==> src/dsqu_ram.sv <==
// ----------------------------------------------------------------------------
// dsqu_ram: generic single-port-write, single-port-read RAM
// One write and one registered read per cycle.
// ----------------------------------------------------------------------------
module dsqu_ram #(
  parameter int WIDTH = 8,
  parameter int DEPTH = 16
) (
  input  logic                     clk,
  input  logic                     wr_en,
  input  logic [$clog2(DEPTH)-1:0] wr_addr,
  input  logic [WIDTH-1:0]         wr_data,
  input  logic [$clog2(DEPTH)-1:0] rd_addr,
  output logic [WIDTH-1:0]         rd_data
);

  logic [WIDTH-1:0] mem [DEPTH];
  logic [WIDTH-1:0] rd_data_r;

  always_ff @(posedge clk) begin
    if (wr_en) begin
      mem[wr_addr] <= wr_data;
    end
    rd_data_r <= mem[rd_addr];
  end

  assign rd_data = rd_data_r;

endmodule

==> config.mk <==
export PLATFORM = sky130hd
export DESIGN_NAME = dsqu_ram
export DESIGN_NICKNAME = d
export VERILOG_FILES = /design/src/dsqu_ram.sv
export SDC_FILE = /design/constraint.sdc
export NUM_CORES = 1
export LEC_CHECK = 0
export BUFFER_PORTS_ARGS = -buffer_cell sky130_fd_sc_hd__buf_4
export CAP_MARGIN = 20
export CORE_UTILIZATION = 35
export CTS_CLUSTER_DIAMETER = 50
export CTS_CLUSTER_SIZE = 28
export DETAILED_ROUTE_END_ITERATION = 10
export GPL_ROUTABILITY_DRIVEN = 0
export SLEW_MARGIN = 10
export SYNTH_ARGS = -nofsm -noshare
export SYNTH_HDL_FRONTEND = slang
export SYNTH_SLANG_ARGS = --single-unit
==> constraint.sdc <==
create_clock -name clk -period 2.32 [get_ports clk]
set_clock_uncertainty 0.05 [all_clocks]
set_input_delay 0.464 -clock clk [delete_from_list [all_inputs] [get_ports clk]]
set_output_delay 0.464 -clock clk [all_outputs]
set_load 0.01 [all_outputs]
Yosys cells after proc, flatten, opt, wreduce, memory -nomap -nowiden
Memories as Yosys holds them, arrays and structs flattened. A register that Yosys moved wholly into a read port is not among the register bits.
Index checks and enable logic that the tools add are counted.
{"block": "classes", "muxes": 2}
{"op": "1-bit two-way mux", "n": 2}
{"block": "word_totals", "regBits": 0, "ramBits": 128, "in_bits": 18, "output_inout_bits": 8, "n_memories": 1}
{"name": "mem", "words": 16, "word_bits": 8, "read_ports": 1, "rd_clocked_by_memory_dff": 1, "wr": 1, "line": "17", "source": "logic [WIDTH-1:0] mem [DEPTH];"}

Longest topological paths before layout
Gate-level depths: netlist of run 1.
{"block": "logic_depth", "word_depth": 2, "depth_mapped": 5, "ltp_nobuf": 3}

Worst setup path before layout of run 1
Ideal clock, no wire load.
{"block": "synth_path", "path_kind": "input-to-reg", "start": "input wr_addr[2]", "end": "memory mem[0][0] (enable)", "setup_ps": 383, "t_arrival_ps": 1574, "required_time_ps": 1887, "setup_slack_ps": 313, "cell_stages": 2, "path_buffers": 0, "cell_sequence": "or3b_2 > nor3_1"}
{"item": "from (decl)", "line": "11", "source": "input logic [$clog2(DEPTH)-1:0] wr_addr,"}
{"item": "to (decl)", "line": "17"}
No word-level cell before the write port.

==> impl_summary.txt, run 1 <==
----------------------------------------------------
[Status]
  Outcome ... finished clean

[Yosys]
  Gate count after technology mapping ... between 200 and 250
  Proportion of netlist area held by the largest area contributor ... 0.747
  Syn Area/Cell ... 22.5 um^2
  Area contributors post-synth ... sky130_fd_sc_hd__edfxtp_1 (75%), sky130_fd_sc_hd__mux4_2 (7.9%), sky130_fd_sc_hd__mux4_1 (7.1%), sky130_fd_sc_hd__dfxtp_1 (3.1%), sky130_fd_sc_hd__a22oi_1 (2.3%)
  Commonest cells post-synth ... sky130_fd_sc_hd__edfxtp_1 (128), sky130_fd_sc_hd__mux4_2 (18), sky130_fd_sc_hd__a22oi_1 (16)
  Ys flop type ... sky130_fd_sc_hd__edfxtp_1
  Most common cell in the synthesized netlist ... sky130_fd_sc_hd__edfxtp_1
  Fraction of synthesis flops using an asynchronous set or reset pin ... 0
  Synthesized net count ... 247
  Yosys top cell by area ... sky130_fd_sc_hd__edfxtp_1
  Combined area of all synthesized cells ... 0.00515 mm^2
  Count of warnings emitted by yosys ... 0
  Number of storage elements in the synthesis netlist ... 136
  Proportion of synthesized chip area in sequential cells ... 0.778
  Library cells used by synthesis ... 19
  EDFF count, synth ... 128

[Pwr]
  Total power density per cell area ... 910 mW/mm^2
  Leakage power figure ... 2.10 nW
  Worst IR Drop VDD ... 502 uV

[STA]
  Max Clock Freq ... 612 MHz
  Slew HR ... 0.491
  Setup repair after global routing missed its margin ... false
  Post-layout min period ... 1.63 ns
  Final worst-path cycle share ... 0.704
  Max-slew violations ... 0
  Setup violation total in the final timing report ... 0
  Accumulated negative setup slack ... 0 ns
  Tightest Pin Transition ... 0.761 ns
  Final hold violations ... 0

[Floorplanning]
  FP Rows ... 43
  Die area ... 0.0152 mm^2
  Core Area ... 0.0141 mm^2
  Starting Density ... 0.365
  Die Wd ... about 120 um
  Die Ht ... 123 um
  Count of pins on the block boundary ... 26

[Critical path]
  Critical Path Sink Type ... register
  Cell class contributing the biggest share of worst-path delay ... multiplexers
  Count of buffering cells on the critical path with inverters included ... 2
  Critical path cell sequence ... buf_4 -> buf_12 -> mux4_1 -> a22oi_1 -> nand2_1
  Critical path data required time ... 2.54 ns
  Critical path's slowest cell ... sky130_fd_sc_hd__mux4_1
  Crit path DAT ... 1.86 ns
  Peak per-stage delay on the critical path ... 0.57 ns
  Classification of the worst setup path ... in2reg
  Maximum fanout count along the critical path ... 17
  Crit start category ... input pin

[GRT]
  Fraction of met2 tracks used by global routing ... 0.229
  GR Layer Usage met1 ... 0.210
  Global routing usage on met3 ... 0.0530
  Pin count of the biggest net entering global routing ... 33
  Total global routing track utilization ... 0.154
  Vias in the first global route ... roughly 2700
  Total congestion overflow after global routing ... 0
  Global routing's busiest layer ... met2
  Wire length of the first global-routing pass ... between 15 and 20 mm
  Initial antenna violation count ... 0

[Clock network]
  Clk slew on worst S/H paths ... 0.06 ns
  Postcts setup bufs ... 0
  Number of sinks handled by clock tree synthesis ... 136
  Number of hold buffers added after CTS ... 0
  TritonCTS clock tree ... done
  H-tree depth reported by CTS ... 4
  Longest Clk Path Bufs ... 2
  Quantity of gates resized following cts ... 0
  TritonCTS Buffers ... 17
  Clock latency of the later-clocked register in the worst-skew pair ... around 0.41 ns
  Buffer type at the clock tree root ... sky130_fd_sc_hd__clkbuf_16

[Routing]
  Post-detailed-route via-to-cell ratio ... 5.10
  Routed wire length ... slightly above 10 mm
  Via count ... 2427
  Number of nets with antenna violations after detailed routing ... 0
  Detail-routed net length per standard cell ... 21.3 um
  Router iterations before antenna repair ... 4
  First-iteration detailed-routing DRC count ... ~190
  Drc violations ... 0

[Placement]
  Number of port buffers ... 25
  Placed standard-cell area ... 0.00564 mm^2
  HPWL after detailed placement ... 6.56 mm
  Placed instance count ... 444

[Layout]
  Layout Area Growth over Synthesis ... 21.0%
  Number of diodes added for antenna fixing ... 0
  Layout fillers ... 1214
  Post-route non-filler standard cell count ... 476
  Post-route cell area ... 0.00623 mm^2
  Total Nets Final ... 301
  Layout cells sized above 1 ... 0.324

[Flow run]
  Max-capacitance violation count ... 0

[Worst hold path]
  Hold/Removal Path Class ... in2reg

----------------------------------------------------
==> cell usage in the layout (no fill, tap or decap), types with 4 or more instances in the layout <==
| cell | instances |
|---|---|
| sky130_fd_sc_hd__edfxtp_1 | 128 |
| sky130_fd_sc_hd__mux4_2 | 18 |
| sky130_fd_sc_hd__nor3_1 | 4 |
| sky130_fd_sc_hd__nand2_1 | 9 |
| sky130_fd_sc_hd__dfxtp_1 | 8 |
| sky130_fd_sc_hd__nor2_1 | 13 |
| sky130_fd_sc_hd__clkbuf_16 | 17 |
| sky130_fd_sc_hd__mux4_1 | 14 |
| sky130_fd_sc_hd__buf_4 | 44 |
| sky130_fd_sc_hd__clkinvlp_4 | 6 |
| sky130_fd_sc_hd__a22oi_1 | 16 |
==> per-layer routing <==
metal	wire length [um]	part of all wire
met5	0	0
met4	92	0.0091
met3	644	0.064
met2	4780	0.47
met1	4620	0.46
==> worst reg2reg max path, cell delays in order (launching register included) <==
cell and delay, ns:
sky130_fd_sc_hd__edfxtp_1 0.35, sky130_fd_sc_hd__mux4_1 0.53, sky130_fd_sc_hd__a22oi_1 0.25, sky130_fd_sc_hd__nand2_1 0.14
==> worst paths after layout <==
path	end	startpoint	slack, ns	cells past startpoint
hold reg to reg	rd_data[2]	mem[7][2]	0.63	3
setup / recovery	rd_data[5]	rd_addr[0]	0.69	5
hold / removal	mem[1][4]	wr_data[4]	0.31	1
setup reg to reg	rd_data[5]	mem[9][5]	0.87	3
==> sequential cells by signal, summed over array words and instances, names as in the netlist <==
name	count
mem	128
rd_data	8
==> area by class of cell <==
cell class                      count  area [um^2]  share of cell area
Sequential cell                   136         4000               0.643
Multi-Input combinational cell     83         1060               0.170
Clock buffer                       18          439              0.0705
Timing Repair Buffer               45          350              0.0563
Tap cell                          180          225              0.0362
Clock inverter                     14          150              0.0241
==> report_power, final <==
group          switching, mW  leakage [nW]  internal [mW]
clock                   1.01         0.271           1.61
sequential            0.0167          1.22           2.75
combinational          0.150         0.601          0.127
==> cell families (layout without fill, tap and decap cells) <==
kind of cell,count (synthesis),after routing,share of synthesized area
and+or+nand+nor,35,35,0.0318
AOI/OAI and AO/OA,16,16,0.0233
muxes,32,32,0.150
buffers and inverters,10,77,0.0168
DFF,136,136,0.778
==> per-stage QoR <==
| stage | util | hold WS [ns] | worst slack, ns | total power [mW] |
|---|---|---|---|---|
| 6_report | 0.442 | 0.309 | 0.687 | 5.67 |
| 5_1_grt | 0.442 | 0.315 | 0.595 | 5.83 |
| 4_1_cts | 0.442 | 0.300 | 0.675 | 5.71 |
| 3_5_place_dp | 0.400 | 0.620 | 0.241 | 3.10 |
| 3_3_place_gp | 0.400 | 0.609 | 0.287 | 3.09 |
| 2_1_floorplan | - | 0.513 | 0.313 | 2.96 |
Power figures use the tool's default switching activity.
==> inputs of run 2 (changes only) <==
Clock period 2.32 ns to 1.7 ns, I/O delays scaled along.
==> run 2 against run 1 <==
Register-to-register slack worse by 0.60 ns. Sequential share of layout area fell by 1.2 points. Highest routed layer unchanged. Routed wire length hardly changed. Flip-flop and latch count stayed put. Die area did not move.
==> impl_summary.txt, run 2 (synthesis gave the netlist of run 1 again) <==
----------------------------------------------------
[Status]
  Outcome ... finished clean (unchanged)

[Flow run]
  Max-capacitance violation count ... 0 (unchanged)

[Layout]
  Most frequent cells in the layout ... sky130_fd_sc_hd__edfxtp_1 (128), sky130_fd_sc_hd__buf_4 (45), sky130_fd_sc_hd__mux4_2 (18) (was sky130_fd_sc_hd__edfxtp_1 (128), sky130_fd_sc_hd__buf_4 (44), sky130_fd_sc_hd__mux4_2 (18))
  Leading cell type in the layout, fill and taps excluded ... sky130_fd_sc_hd__edfxtp_1 (unchanged)
  Layout Area Growth over Synthesis ... 23.3% (was 21.0%)
  Flip-flop count of the largest register after layout ... 128 (unchanged)
  Post-route cell area ... 0.00635 mm^2 (was 0.00623 mm^2)
  Combined flip-flop and latch cell area ... 0.00400 mm^2 (unchanged)
  Layout cells sized above 1 ... 0.321 (was 0.324)
  Area of the multi-input gates ... 0.00106 mm^2 (about the same)
  Post-route non-filler standard cell count ... 480 (was 476)
  Total Nets Final ... 304 (was 301)
  Fraction of the core area covered by cells at the end of the flow ... 0.450 (was 0.442)
  Register containing the most flip-flops in the final layout ... mem (unchanged)
  Layout fillers ... 1199 (was 1214)

[Placement]
  Placed standard-cell area ... 0.00569 mm^2 (was 0.00564 mm^2)
  Number of port buffers ... 25 (unchanged)
  HPWL after detailed placement ... 6.44 mm (was 6.56 mm)
  Placed instance count ... 447 (was 444)
  Place WS ... -0.107 ns (was 0.241 ns)

[Critical path]
  Crit path DAT ... 1.66 ns (was 1.86 ns)
  Crit start category ... register (was input pin)
  Register-to-register setup slack ... 0.27 ns (was 0.87 ns)
  Worst setup path startpoint ... mem[9][5] (was rd_addr[0])
  Reg2reg start ... mem[9][5] (unchanged)
  Classification of the worst setup path ... reg2reg (was in2reg)
  Last element of the critical path ... rd_data[5] (unchanged)
  Critical path data required time ... 1.93 ns (was 2.54 ns)
  R2R Path End ... rd_data[5] (unchanged)
  Reg2reg path depth ... 3 (unchanged)
  Critical Path Sink Type ... register (unchanged)
  Maximum fanout count along the critical path ... 1 (was 17)

[Pwr]
  Worst IR Drop VDD ... 662 uV (was 502 uV)
  Clock network fraction of design power ... 0.492 (was 0.464)
  Reg power frac ... 0.461 (was 0.488)
  Total power density per cell area ... 1290 mW/mm^2 (was 910 mW/mm^2)
  Net Sw Power ... 1.53 mW (was 1.18 mW)
  Overall Power ... 8.19 mW (was 5.67 mW)
  Fraction of power spent switching nets ... 0.187 (was 0.208)
  Relative contribution of combinational cells to total power ... 0.047 (was 0.049)
  Cell Int Power ... 6.66 mW (was 4.49 mW)
  Leakage power figure ... 2.16 nW (was 2.10 nW)

[Clock network]
  Quantity of gates resized following cts ... 0 (unchanged)
  Clock latency of the later-clocked register in the worst-skew pair ... 0.41 ns (about the same)
  Number of sinks handled by clock tree synthesis ... 136 (unchanged)
  Clk slew on worst S/H paths ... 0.06 ns (about the same)
  Postcts setup bufs ... 0 (unchanged)
  TritonCTS clock tree ... done (unchanged)
  H-tree depth reported by CTS ... 4 (unchanged)
  Number of hold buffers added after CTS ... 0 (unchanged)
  Longest Clk Path Bufs ... 2 (unchanged)
  TritonCTS Buffers ... 17 (unchanged)
  Buffer type at the clock tree root ... sky130_fd_sc_hd__clkbuf_16 (unchanged)

[GRT]
  Vias in the first global route ... 2557 (was 2673)
  Wire length of the first global-routing pass ... 15.3 mm (was 15.9 mm)
  Initial antenna violation count ... 1 (was 0)
  Total congestion overflow after global routing ... 0 (unchanged)
  Total global routing track utilization ... 0.151 (was 0.154)
  Pin count of the biggest net entering global routing ... 25 (was 33)

[Routing]
  Post-detailed-route via-to-cell ratio ... 5.14 (was 5.10)
  Detail-routed net length per standard cell ... 21.1 um (was 21.3 um)
  Number of nets with antenna violations after detailed routing ... 0 (unchanged)
  Routed wire length ... 10.1 mm (about the same)
  Drc violations ... 0 (unchanged)
  Router iterations before antenna repair ... 4 (unchanged)
  First-iteration detailed-routing DRC count ... 197 (was 189)
  Via count ... 2466 (was 2427)

[STA]
  Least setup slack across all paths after layout ... 0.270 ns (was 0.687 ns)
  Slew HR ... 0.459 (was 0.491)
  Max Clock Freq ... roughly 700 MHz
  Tightest Pin Transition ... 0.809 ns (was 0.761 ns)
  Setup repair after global routing missed its margin ... false (unchanged)
  Accumulated negative setup slack ... 0 ns (unchanged)
  Max-slew violations ... 0 (unchanged)
  Final worst-path cycle share ... 0.841
  Hold_ws ... 0.179 ns (was 0.309 ns)
  Final hold violations ... 0 (unchanged)
  Post-layout min period ... between 1 and 1.5 ns
  Setup violation total in the final timing report ... 0 (unchanged)

[Floorplanning]
  Starting Density ... 0.365 (unchanged)
  Die Ht ... 123 um (unchanged)
  Die Wd ... 123 um (unchanged)
  Die area ... 0.0152 mm^2 (unchanged)
  FP Rows ... 43 (unchanged)
  Count of pins on the block boundary ... 26 (unchanged)
  Core Area ... 0.0141 mm^2 (unchanged)

[Worst hold path]
  Hold/Removal Path Class ... in2reg (unchanged)

----------------------------------------------------
## run 2: critical path, stage by stage (launching register included)
cell	delay [ns]
sky130_fd_sc_hd__edfxtp_1	0.37
sky130_fd_sc_hd__mux4_1	0.51
sky130_fd_sc_hd__a22oi_1	0.27
sky130_fd_sc_hd__nand2_1	0.11
## run 2: power by group through the flow
| stage | Sequential, mW | Clock [mW] | Combinational, mW |
|---|---|---|---|
| finish | 3.77 | 4.03 | 0.387 |
| CTS | 3.77 | 4.09 | 0.396 |
| detailed placement | 3.84 | 0 | 0.395 |
| global route | 3.78 | 4.21 | 0.420 |
| floorplan | 3.84 | 0 | 0.191 |
| global placement | 3.84 | 0 | 0.385 |
## run 2: worst min path at each step
stage                from    endpoint  slack, ns  cells past startpoint
3_5_place_dp   wr_data[7]   mem[7][7]       0.60                      1
4_1_cts        wr_data[7]   mem[7][7]       0.16                      1
6_report       wr_data[7]  mem[13][7]       0.18                      1
5_1_grt        wr_data[2]   mem[5][2]       0.17                      1
3_3_place_gp   wr_data[5]  mem[15][5]       0.59                      1
2_1_floorplan  wr_data[0]   mem[0][0]       0.39                      0
## run 2: cell type report
type / count / share of cell area
multi-input combinational: 83 / 0.167
tap: 180 / 0.0355
sequential: 136 / 0.631
clock buffer: 17 / 0.0670
antenna: 1 / 0.000394
clock inverter: 15 / 0.0365
timing repair buffer: 48 / 0.0627
## run 2: metal layers
metal / wire (um) / GRT usage
met5: 0 / 0
met3: 626 / 0.0586
met1: 4540 / 0.197
met4: 61 / 0.0474
met2: 4920 / 0.231
==> inputs of run 3 (changes only) <==
Settings changed: ABC_AREA set to 1.
Clock period 1.7 ns to 1.32 ns, I/O delays scaled along.
==> run 3 against run 2 <==
Highest routed layer unchanged. Flip-flop and latch count unchanged. Non-clock buffer count up 6. Critical path depth down 2. Global-route usage up 1.6 points. Routed wire length up 26%. Clock power up 10%. Critical path type is now reg2out. Die area up 12%. Sequential power up 29%. First-iteration DRC count up 61%. Area after synthesis up 12%. Critical endpoint is now rd_data[7]. Register-to-register slack worse by 0.02 ns. Cell count up 73%.
==> impl_summary.txt, run 3 <==
----------------------------------------------------
[STA]
  Slew HR ... 0.790 (was 0.459)
  Final worst-path cycle share ... 0.920
  Max Clock Freq ... 824 MHz
  Tightest Pin Transition ... 0.315 ns (was 0.809 ns)
  Setup repair after global routing missed its margin ... false (unchanged)
  Max-slew violations ... 0 (unchanged)
  Post-layout min period ... 1.21 ns
  Setup violation total in the final timing report ... 0 (unchanged)
  Final hold violations ... 0 (unchanged)

[Yosys]
  EDFF count, synth ... 128 (unchanged)
  Syn Area/Cell ... 10.5 um^2 (was 22.5 um^2)
  Most common cell in the synthesized netlist ... sky130_fd_sc_hd__nand2_1 (was sky130_fd_sc_hd__edfxtp_1)
  Count of warnings emitted by yosys ... 0 (unchanged)
  Commonest cells post-synth ... sky130_fd_sc_hd__nand2_1 (173), sky130_fd_sc_hd__edfxtp_1 (128), sky130_fd_sc_hd__inv_1 (100) (was sky130_fd_sc_hd__edfxtp_1 (128), sky130_fd_sc_hd__mux4_2 (18), sky130_fd_sc_hd__a22oi_1 (16))
  Proportion of synthesized chip area in sequential cells ... 0.694 (was 0.778)
  Proportion of netlist area held by the largest area contributor ... 0.667 (was 0.747)
  Area contributors post-synth ... sky130_fd_sc_hd__edfxtp_1 (67%), sky130_fd_sc_hd__nand2_1 (11%), sky130_fd_sc_hd__nand3_1 (8.4%), sky130_fd_sc_hd__inv_1 (6.5%), sky130_fd_sc_hd__dfxtp_1 (2.8%) (was sky130_fd_sc_hd__edfxtp_1 (75%), sky130_fd_sc_hd__mux4_2 (7.9%), sky130_fd_sc_hd__mux4_1 (7.1%), sky130_fd_sc_hd__dfxtp_1 (3.1%), sky130_fd_sc_hd__a22oi_1 (2.3%))
  Combined area of all synthesized cells ... 0.00577 mm^2 (was 0.00515 mm^2)
  Number of storage elements in the synthesis netlist ... 136 (unchanged)
  Yosys top cell by area ... sky130_fd_sc_hd__edfxtp_1 (unchanged)
  Ys flop type ... sky130_fd_sc_hd__edfxtp_1 (unchanged)
  Gate count after technology mapping ... 551 (was 229)
  Synthesized net count ... 569 (was 247)
  Fraction of synthesis flops using an asynchronous set or reset pin ... 0 (unchanged)
  Library cells used by synthesis ... 12 (was 19)

[Layout]
  Most frequent cells in the layout ... sky130_fd_sc_hd__nand2_1 (173), sky130_fd_sc_hd__edfxtp_1 (128), sky130_fd_sc_hd__inv_1 (100) (was sky130_fd_sc_hd__edfxtp_1 (128), sky130_fd_sc_hd__buf_4 (45), sky130_fd_sc_hd__mux4_2 (18))
  Leading cell type in the layout, fill and taps excluded ... sky130_fd_sc_hd__nand2_1 (was sky130_fd_sc_hd__edfxtp_1)
  Layout Area Growth over Synthesis ... 19.8% (was 23.3%)
  Register containing the most flip-flops in the final layout ... mem (unchanged)
  Number of diodes added for antenna fixing ... 0 (was 1)
  Layout cells sized above 1 ... 0.134 (was 0.321)
  Total Nets Final ... 618 (was 304)
  Fraction of the core area covered by cells at the end of the flow ... 0.432 (was 0.450)
  Flip-flop count of the largest register after layout ... 128 (unchanged)

[Critical path]
  Count of buffering cells on the critical path with inverters included ... 1 (was 0)
  Number of gates on the worst path with buffers counted ... 1 (was 3)
  Classification of the worst setup path ... reg2out (was reg2reg)
  Crit start category ... register (unchanged)
  Maximum fanout count along the critical path ... 1 (unchanged)
  Crit path DAT ... 0.90 ns (was 1.66 ns)
  Peak per-stage delay on the critical path ... 0.35 ns (was 0.51 ns)
  Critical path's slowest cell ... sky130_fd_sc_hd__dfxtp_1 (was sky130_fd_sc_hd__mux4_1)
  Critical path cell sequence ... buf_4 (was mux4_1 -> a22oi_1 -> nand2_1)
  Cell class contributing the biggest share of worst-path delay ... flip-flops (was multiplexers)
  Critical Path Sink Type ... output pin (was register)
  Critical path data required time ... 1.01 ns (was 1.93 ns)
  Reg2reg path depth ... 6 (was 3)

[GRT]
  Total congestion overflow after global routing ... 0 (unchanged)
  Vias in the first global route ... 3735 (was 2557)
  Wire length of the first global-routing pass ... 20.0 mm (was 15.3 mm)
  Pin count of the biggest net entering global routing ... 65 (was 25)
  Initial antenna violation count ... 0 (was 1)
  Total global routing track utilization ... 0.166 (was 0.151)

[Routing]
  Detail-routed net length per standard cell ... 15.4 um (was 21.1 um)
  Via count ... 3721 (was 2466)
  Router iterations before antenna repair ... 4 (unchanged)
  Drc violations ... 0 (unchanged)
  First-iteration detailed-routing DRC count ... 318 (was 197)
  Number of nets with antenna violations after detailed routing ... 0 (unchanged)
  Post-detailed-route via-to-cell ratio ... 4.49 (was 5.14)
  Routed wire length ... 12.7 mm (was 10.1 mm)

[Floorplanning]
  Core Area ... 0.0160 mm^2 (was 0.0141 mm^2)
  Die Ht ... 130 um (was 123 um)
  Die area ... 0.0170 mm^2 (was 0.0152 mm^2)
  Die Wd ... 130 um (was 123 um)
  Count of pins on the block boundary ... 26 (unchanged)
  FP Rows ... 46 (was 43)
  Starting Density ... 0.360 (was 0.365)

[Clock network]
  Number of sinks handled by clock tree synthesis ... 136 (unchanged)
  Clock latency of the later-clocked register in the worst-skew pair ... 0.42 ns (was 0.41 ns)
  Clk slew on worst S/H paths ... 0.06 ns (about the same)
  Number of hold buffers added after CTS ... 0 (unchanged)
  H-tree depth reported by CTS ... 4 (unchanged)
  Buffer type at the clock tree root ... sky130_fd_sc_hd__clkbuf_16 (unchanged)
  Longest Clk Path Bufs ... 2 (unchanged)
  TritonCTS Buffers ... 17 (unchanged)
  Quantity of gates resized following cts ... 0 (unchanged)
  Postcts setup bufs ... 0 (unchanged)
  TritonCTS clock tree ... done (unchanged)

[Pwr]
  Leakage power figure ... 2.99 nW (was 2.16 nW)
  Cell Int Power ... 7.87 mW (was 6.66 mW)
  Relative contribution of combinational cells to total power ... 0.065 (was 0.047)
  Fraction of power spent switching nets ... 0.209 (was 0.187)
  Net Sw Power ... 2.08 mW (was 1.53 mW)
  Worst IR Drop VDD ... 926 uV (was 662 uV)
  Reg power frac ... 0.489 (was 0.461)
  Overall Power ... 9.95 mW (was 8.19 mW)
  Total power density per cell area ... 1440 mW/mm^2 (was 1290 mW/mm^2)
  Clock network fraction of design power ... 0.446 (was 0.492)

[Status]
  Outcome ... finished clean (unchanged)

[Placement]
  Number of port buffers ... 25 (unchanged)
  HPWL after detailed placement ... 8.31 mm (was 6.44 mm)

[Worst hold path]
  Worst hold stages ... 1 (unchanged)
  Hold/Removal Path Class ... in2reg (unchanged)

[Flow run]
  Max-capacitance violation count ... 0 (unchanged)

----------------------------------------------------
-- run 3: cell types whose count changed after synthesis, sizes merged, moves of 2 or more --
cell	before	now
nand2	9	173
inv	0	102
nand3	1	97
mux4	32	0
buf	7	24
a22oi	16	0
nor2	13	17
nor3	4	0
clkdlybuf4s25	3	0
nand2b	2	0
-- run 3: worst paths after layout --
kind                     end  slack (ns)  startpoint
setup / recovery  rd_data[7]        0.11  rd_data[7]
hold reg to reg   rd_data[1]        0.60  mem[12][1]
hold / removal     mem[1][5]        0.13  wr_data[5]
setup reg to reg  rd_data[2]        0.25   mem[5][2]
-- run 3: cells by family after synthesis --
| logic type | Yosys count | synth area share |
|---|---|---|
| buffers and inverters | 126 | 0.0952 |
| and+or+nand+nor | 289 | 0.210 |
| DFF | 136 | 0.694 |
-- run 3: final cells by class --
class                           instances  area, um^2
Inverter                              102         383
Fill cell                            1550        9090
Timing Repair Buffer                   54         480
Sequential cell                       136        4000
Clock buffer                           22         454
Tap cell                              216         270
Multi-Input combinational cell        289        1210
Clock inverter                         10         104
-- run 3: power groups by stage --
stage	Combinational, mW	Sequential, mW	Clock, mW
2_1_floorplan	0.341	4.95	0
5_1_grt	0.724	4.87	4.68
3_3_place_gp	0.649	4.95	0
6_report	0.651	4.86	4.44
4_1_cts	0.661	4.86	4.50
3_5_place_dp	0.659	4.95	0
-- run 3: metal layers --
metal  vias to the layer above  GRT usage  part of all wire
met5                         -          0                 0
met4                         0     0.0778             0.018
met3                        18     0.0394             0.052
met2                        95      0.277              0.50
met1                      1739      0.205              0.43
li1                       1869          -                 -
-- run 3: stage by stage --
step                      std cells  instance area (um^2)  setup slack (ns)  TNS (ns)  hold WS (ns)
after floorplan                 551                  5770            0.0552         0         0.313
after global placement          797                  6350           -0.0526    -0.170         0.558
after detailed placement        797                  6350           -0.0672    -0.464         0.555
after CTS                       829                  6910            0.0875         0         0.114
after global routing            829                  6910            0.0809         0         0.129
final                           829                  6910             0.106         0         0.132
